File: src/hw/rtl/assert_macros.svh
// Assertion helpers used by the RTL.
`ifndef ASSERT_MACROS_SVH
`define ASSERT_MACROS_SVH

// Check a property on every rising edge outside reset.
`define ASSERT_CLK(label, clk, rst_n, prop) \
	label: assert property (@(posedge clk) disable iff (!rst_n) (prop)) \
		else $error("%m: check failed");

// Check that a condition never holds outside reset.
`define ASSERT_NEVER(label, clk, rst_n, cond) \
	label: assert property (@(posedge clk) disable iff (!rst_n) !(cond)) \
		else $error("%m: forbidden condition seen");

`endif

File: src/hw/rtl/sfdr_pkg.sv
package sfdr_pkg;

	localparam int unsigned MAX_FRAME_DEF = 400;
	localparam int unsigned MIN_ROUTED    = 4;

	localparam int unsigned CFG_IDX_W  = 2;
	localparam int unsigned CFG_DATA_W = 16;

	localparam logic [CFG_IDX_W-1:0] CFG_DELIMITER  = 2'd0;
	localparam logic [CFG_IDX_W-1:0] CFG_LOCAL_ADDR = 2'd1;
	localparam logic [CFG_IDX_W-1:0] CFG_MAX_LENGTH = 2'd2;

	localparam logic [7:0]  DELIMITER_RST  = 8'd126;
	localparam logic [15:0] LOCAL_ADDR_RST = 16'd1;
	localparam logic [8:0]  MAX_LENGTH_RST = 9'd400;

	localparam logic [15:0] ADDR_NONE = 16'h0000;
	localparam logic [15:0] ADDR_ALL  = 16'hFFFF;

	localparam logic [1:0] KIND_HEADER  = 2'd0;
	localparam logic [1:0] KIND_PAYLOAD = 2'd1;
	localparam logic [1:0] KIND_REJECT  = 2'd2;

	typedef struct packed {
		logic [7:0]  delimiter_byte;
		logic [15:0] local_address;
		logic [8:0]  max_length;
	} cfg_t;

	typedef struct packed {
		logic [1:0] kind;
		logic [7:0] payload_byte;
		logic [8:0] byte_index;
		logic       frame_last;
		logic       deliver_local;
		logic       forward_out;
		logic       too_short;
	} result_t;

endpackage

File: src/hw/rtl/sfdr_parser.sv
module sfdr_parser
	import sfdr_pkg::*;
#(
	parameter int unsigned MAX_FRAME = MAX_FRAME_DEF
) (
	input  logic       clk,
	input  logic       arst_n,
	input  logic       accept,
	input  logic [7:0] rx_byte,
	input  cfg_t       cfg,
	output result_t    res
);

	typedef enum logic [1:0] {
		PH_HUNT,
		PH_LEN_HI,
		PH_LEN_LO,
		PH_DATA
	} phase_t;

	localparam logic [8:0] MAX_LIM = 9'(MAX_FRAME);
	localparam logic [8:0] MIN_LEN = 9'(MIN_ROUTED);

	phase_t      phase_q, phase_d;
	logic [7:0]  len_hi_q, len_hi_d;
	logic [8:0]  expected_q, expected_d;
	logic [8:0]  count_q, count_d;
	logic [15:0] addr_q, addr_d;

	logic [8:0]  limit;
	logic [15:0] len_full;
	logic [8:0]  count_inc;

	assign limit     = (cfg.max_length < MAX_LIM) ? cfg.max_length : MAX_LIM;
	assign len_full  = {len_hi_q, rx_byte};
	assign count_inc = count_q + 9'd1;

	always_comb begin
		res        = '0;
		phase_d    = phase_q;
		len_hi_d   = len_hi_q;
		expected_d = expected_q;
		count_d    = count_q;
		addr_d     = addr_q;
		unique case (phase_q)
			PH_HUNT: begin
				if (rx_byte == cfg.delimiter_byte) begin
					phase_d = PH_LEN_HI;
				end
			end
			PH_LEN_HI: begin
				len_hi_d = rx_byte;
				phase_d  = PH_LEN_LO;
			end
			PH_LEN_LO: begin
				if (len_full == 16'd0 || len_full > {7'd0, limit}) begin
					res.kind   = KIND_REJECT;
					expected_d = '0;
					phase_d    = PH_HUNT;
				end else begin
					expected_d = len_full[8:0];
					count_d    = '0;
					phase_d    = PH_DATA;
				end
			end
			PH_DATA: begin
				res.kind         = KIND_PAYLOAD;
				res.payload_byte = rx_byte;
				res.byte_index   = count_q;
				if (count_q == 9'd0) begin
					addr_d = {rx_byte, 8'd0};
				end else if (count_q == 9'd1) begin
					addr_d = {addr_q[15:8], rx_byte};
				end
				count_d = count_inc;
				if (count_inc == expected_q) begin
					res.frame_last = 1'b1;
					if (count_inc < MIN_LEN) begin
						res.too_short = 1'b1;
					end else if (addr_d == ADDR_NONE || addr_d == ADDR_ALL) begin
						res.deliver_local = 1'b1;
						res.forward_out   = 1'b1;
					end else if (addr_d == cfg.local_address) begin
						res.deliver_local = 1'b1;
					end else begin
						res.forward_out = 1'b1;
					end
					phase_d = PH_HUNT;
					count_d = '0;
				end
			end
		endcase
	end

	always_ff @(posedge clk or negedge arst_n) begin
		if (!arst_n) begin
			phase_q    <= PH_HUNT;
			len_hi_q   <= '0;
			expected_q <= '0;
			count_q    <= '0;
			addr_q     <= '0;
		end else if (accept) begin
			phase_q    <= phase_d;
			len_hi_q   <= len_hi_d;
			expected_q <= expected_d;
			count_q    <= count_d;
			addr_q     <= addr_d;
		end
	end

endmodule

File: src/hw/rtl/sfdr_out_skid.sv
`include "assert_macros.svh"

module sfdr_out_skid
	import sfdr_pkg::*;
(
	input  logic    clk,
	input  logic    arst_n,
	input  logic    in_valid,
	output logic    in_ready,
	input  result_t in_res,
	output logic    out_valid,
	input  logic    out_ready,
	output result_t out_res
);

	logic    out_v_q;
	logic    skid_v_q;
	result_t out_q;
	result_t skid_q;
	logic    accept;
	logic    drain;

	assign in_ready  = !skid_v_q;
	assign accept    = in_valid && in_ready;
	assign drain     = !out_v_q || out_ready;
	assign out_valid = out_v_q;
	assign out_res   = out_q;

	always_ff @(posedge clk or negedge arst_n) begin
		if (!arst_n) begin
			out_v_q  <= 1'b0;
			skid_v_q <= 1'b0;
		end else if (drain) begin
			if (skid_v_q) begin
				out_v_q  <= 1'b1;
				skid_v_q <= 1'b0;
			end else begin
				out_v_q <= accept;
			end
		end else if (accept) begin
			skid_v_q <= 1'b1;
		end
	end

	always_ff @(posedge clk) begin
		if (drain) begin
			out_q <= skid_v_q ? skid_q : in_res;
		end
		if (!drain && accept) begin
			skid_q <= in_res;
		end
	end

	`ASSERT_NEVER(a_skid_needs_out, clk, arst_n, skid_v_q && !out_v_q)
	`ASSERT_CLK(a_stall_fills_skid, clk, arst_n, accept && out_v_q && !out_ready |=> skid_v_q)
	`ASSERT_CLK(a_skid_moves_out, clk, arst_n, skid_v_q && out_ready |=> out_v_q && !skid_v_q)

endmodule

File: src/hw/rtl/serial_frame_deframer_router.sv
// Serial frame parser: each input beat carries one line byte and yields exactly one result
// beat. The parser hunts for the delimiter, reads a big-endian 16-bit length, passes the
// payload bytes with their index and, on the last byte, routes the frame by its first two
// bytes (broadcast, local or forward) or flags it as too short, and rejects a zero or
// over-limit length. One beat is taken every cycle while input ready is high; the parser
// state updates as the beat is taken and the result is registered at the output. A skid
// stage behind it lets one more beat in while a result is stalled; input ready drops only
// while that stage is full. Register writes take effect at the next beat.
module serial_frame_deframer_router
	import sfdr_pkg::*;
#(
	parameter int unsigned MAX_FRAME = MAX_FRAME_DEF
) (
	input  logic                  clk,
	input  logic                  arst_n,
	input  logic                  cfg_we,
	input  logic [CFG_IDX_W-1:0]  cfg_index,
	input  logic [CFG_DATA_W-1:0] cfg_wdata,
	input  logic                  in_valid,
	output logic                  in_ready,
	input  logic [7:0]            rx_byte,
	output logic                  out_valid,
	input  logic                  out_ready,
	output logic [1:0]            kind,
	output logic [7:0]            payload_byte,
	output logic [8:0]            byte_index,
	output logic                  frame_last,
	output logic                  deliver_local,
	output logic                  forward_out,
	output logic                  too_short
);

	cfg_t    cfg_q;
	result_t parse_res;
	result_t out_res;
	logic    accept;

	always_ff @(posedge clk or negedge arst_n) begin
		if (!arst_n) begin
			cfg_q.delimiter_byte <= DELIMITER_RST;
			cfg_q.local_address  <= LOCAL_ADDR_RST;
			cfg_q.max_length     <= MAX_LENGTH_RST;
		end else if (cfg_we) begin
			unique case (cfg_index)
				CFG_DELIMITER:  cfg_q.delimiter_byte <= cfg_wdata[7:0];
				CFG_LOCAL_ADDR: cfg_q.local_address  <= cfg_wdata[15:0];
				CFG_MAX_LENGTH: cfg_q.max_length     <= cfg_wdata[8:0];
				default: ;
			endcase
		end
	end

	assign accept = in_valid && in_ready;

	sfdr_parser #(
		.MAX_FRAME(MAX_FRAME)
	) u_parser (
		.clk    (clk),
		.arst_n (arst_n),
		.accept (accept),
		.rx_byte(rx_byte),
		.cfg    (cfg_q),
		.res    (parse_res)
	);

	sfdr_out_skid u_out (
		.clk      (clk),
		.arst_n   (arst_n),
		.in_valid (in_valid),
		.in_ready (in_ready),
		.in_res   (parse_res),
		.out_valid(out_valid),
		.out_ready(out_ready),
		.out_res  (out_res)
	);

	assign kind          = out_res.kind;
	assign payload_byte  = out_res.payload_byte;
	assign byte_index    = out_res.byte_index;
	assign frame_last    = out_res.frame_last;
	assign deliver_local = out_res.deliver_local;
	assign forward_out   = out_res.forward_out;
	assign too_short     = out_res.too_short;

endmodule
File: config.mk
export PLATFORM = sky130hd
export DESIGN_NAME = serial_frame_deframer_router
export DESIGN_NICKNAME = d
export VERILOG_FILES = /design/src/hw/rtl/sfdr_pkg.sv /design/src/hw/rtl/sfdr_parser.sv /design/src/hw/rtl/sfdr_out_skid.sv /design/src/hw/rtl/serial_frame_deframer_router.sv
export VERILOG_INCLUDE_DIRS = /design/src /design/src/hw/rtl
export SDC_FILE = /design/constraint.sdc
export NUM_CORES = 1
export LEC_CHECK = 0
export ABC_AREA = 1
export BUFFER_PORTS_ARGS = -buffer_cell sky130_fd_sc_hd__buf_2
export CAP_MARGIN = 20
export CORE_MARGIN = 3
export CORE_UTILIZATION = 53
export DETAILED_ROUTE_END_ITERATION = 16
export PLACE_DENSITY = 0.8
export SLEW_MARGIN = 20
export SYNTH_ARGS = -nofsm -noshare
export SYNTH_HDL_FRONTEND = slang
export SYNTH_SLANG_ARGS = --single-unit
File: constraint.sdc
create_clock -name clk -period 2.3 [get_ports clk]
set_input_delay 0.46 -clock clk [delete_from_list [all_inputs] [get_ports clk]]
set_output_delay 0.46 -clock clk [all_outputs]
set_load 0.05 [all_outputs]
==> results_dict.tcl <==
set metrics [dict create \
    synth_compound_area_share_pct 7.33 \
    tightest_slew_ns 0.821 \
    drtAntennaViolNets 0 \
    leakagePower_nw 3.89 \
    p_per_area_nw_per_um2 921 \
    synth_edf_count 46 \
    fmax_ghz 0.409 \
    area_growth_pct 26.8 \
    fillCellCount 876 \
    synth_top_family_by_area "simple AND/OR/NAND/NOR gates" \
    core_area_um2 11700 \
    cts_sinks 125 \
    ys_ff_latch 125 \
    finClkSkew_ns 0.00471 \
    crit_buf_inv 0 \
    cp_common_cell "nand2_2" \
    synth-simple-area-share_pct 29.5 \
    n_antenna_cell 0 \
    grt_max_degree 49 \
    initial_core_util_pct 55.4 \
    final.setup.worst_slack_ns -0.144 \
    track_usage_pct 24.8 \
    die_area_um2 13600 \
    cts_buffers 17 \
    cp_max_fo 6 \
    grt_pass1_vias 5348 \
    irDropWorstVdd_v 0.000797 \
    drt_iter0_markers 483 \
    syn_area_per_cell_um2 8.23 \
    synthMuxAreaShare_pct 1.21 \
    die_x_um 117 \
    io_pins 56 \
    post-route-period-util_pct 106 \
    dpl_worst_slack_ns -0.215 \
    synth_fa_ha_area_share_pct 2.31 \
    path_cells "nor2_2 > nor3_4 > a31oi_4 > nand2_2 > ha_4 > nand2_4 > nor2_4 > nand4_1 > o22ai_2 > nand2_2 > nand2_8 > nand3_4 > nand2_1 > o21ai_1" \
    crit_arrival_ns 2.75 \
    failed_checks "setup timing" \
    synth.area.top_cells "dfrtp_1 27%, edfxtp_1 21%, nand2_1 15%" \
    wl_um 16300 \
    wl_per_cell_um 15.6 \
    antenna_found_initial 0 \
    die_h_um 117 \
    outcome "finished with violations" \
    place_congestion 0.911 \
    routed_via_density 5.44 \
    finalCriticalPeriod_ns 2.44 \
    total_power_mw 7.58 \
    cts_buffer_depth 2 \
    finalSetupViolations 25 \
    num_rows 39 \
    synthCells 788 \
    nets 932 \
    port-buffer-count 55 \
    synth-async-reset-ratio_pct 63.2 \
    synthXorXnorAreaFrac_pct 0.810 \
    grt_overflow 0 \
    rsz0062_at_grt "true" \
    dp_hpwl_um 10800 \
    cp-start-kind "flop" \
    slew_headroom_pct 45.2 \
    yosys.area.top_type "dfrtp_1" \
    synth.most_common_cell "nand2_1" \
    ys.flop_type "dfrtp_1" \
    route.detailed.drc 0 \
    cts_tree "done" \
    clk_latency_ns 0.42 \
    hold-worst-slack_ns 0.0557 \
    clockRootBuffer "clkbuf_16" \
    yosysWarnings 0 \
    htreeDepth 4 \
    seq_area_um2 3370 \
    hold_viol 0 \
    synth_area_um2 6490 \
    grt_pass1_wl_um 26000 \
    synthTopCellsByCount "257 x nand2_1, 87 x inv_1, 69 x dfrtp_1" \
    required_ns 2.60 \
    ys_types 39 \
    critical_path_class "flop to flop" \
    critPathTopFamily "simple AND/OR/NAND/NOR gates" \
    slew_violations 0 \
    first_pass_iters 5 \
    max-cap-violations 0 \
    seq_area_frac_synth_pct 51.9 \
    clkTransAtPathRegs_ns 0.06 \
    multiInputGateArea_um2 3100 \
    vias 5685 \
    yosys.area.top_type_share_pct 26.6 \
    layout-drive-gt1-share_pct 28.7 \
    cp_slowest_cell "dfrtp_1" \
    slowest_delay_ns 0.38 \
    endpoint_kind "flop" \
    synth_nets 831 \
    hold_class "input port to async pin" \
]
[cells by family after synthesis]
| kind of cell | after synthesis |
|---|---|
| AOI/OAI and AO/OA | 88 |
| xor gates and xnor gates | 6 |
| adders and majority gates | 12 |
| buffers and inverters | 115 |
| DFF | 125 |
| muxes | 7 |
| and+or+nand+nor | 435 |
[sequential cells by signal, summed over array words and instances, names as in the netlist]
| register | cells |
|---|---|
| u_parser.addr_q | 16 |
| cfg_q | 33 |
| u_parser.phase_q | 2 |
| u_parser.len_hi_q | 8 |
| u_parser.expected_q | 9 |
| u_out.out_res | 23 |
| u_out.out_valid | 1 |
| u_parser.count_q | 9 |
| u_out.skid_q | 23 |
| u_out.skid_v_q | 1 |
[power by group]
part | internal [mW] | switching [mW] | leakage (nW) | total, mW
logic | 0.698 | 1.29 | 2.16 | 1.98
registers | 2.71 | 0.260 | 1.46 | 2.97
clock network | 1.62 | 1.00 | 0.278 | 2.62
[cell type report]
class | instances | share of cell area, %
Inverter | 95 | 4.33
Multi-Input combinational cell | 552 | 37.7
Clock buffer | 18 | 5.34
Tap cell | 143 | 2.17
Sequential cell | 125 | 41.0
Timing Repair Buffer | 98 | 7.70
Clock inverter | 14 | 1.76
[worst paths after layout]
check	from	to	slack (ns)	depth (start not counted)
min reg2reg	u_parser.addr_q[4]	u_parser.addr_q[4]	0.49	2
max reg2reg	cfg_q[6]	u_parser.count_q[6]	-0.14	14
max in group asynchronous	arst_n	u_parser.count_q[0]	1.64	2
min in group clk	cfg_wdata[9]	cfg_q[18]	0.27	2
max	cfg_q[6]	u_parser.count_q[6]	-0.14	14
min	arst_n	u_parser.addr_q[11]	0.06	1
[repair_timing]
action,in CTS,in global routing
gates resized for setup,28,61
setup endpoints to repair,26,29
setup buffers,1,3
gates cloned,3,1
pin swaps,13,13
hold buffers,0,0
[placed cells by master (no fill, tap or decap), types with 6 or more instances in the layout]
master and count:
nand3b_1 10, inv_1 80, dfstp_2 10, nand3_2 6, nor2_1 55, nand2_1 238
inv_2 15, o21ai_1 9, nor2_2 7, edfxtp_1 46, buf_4 40, nand4_1 16
nand2_2 30, nand3_1 44, clkbuf_16 17, o21ai_0 56, mux2_2 7, buf_2 54
ha_4 7, dfrtp_1 68
[per-layer routing]
metal  track usage (%)  vias to the layer above  wire, um
met2              40.4                      231      7960
met3              6.17                       55      1020
met4              10.9                        0       651
met5                 0                        -         0
met1              31.7                     2634      6700
li1                  -                     2765         -
[stage by stage]
stage	std cells	utilization [%]	setup TNS (ns)	instance area (um2)
after floorplan	788	-	-0.540	6520
after global placement	1005	61.5	-1.24	7200
after detailed placement	1005	61.5	-2.85	7200
after CTS	1041	67.8	-0.234	7940
after global routing	1045	70.2	-5.76	8230
final	1045	70.2	-1.79	8230
No activity file was read; power rests on OpenSTA's default activity.
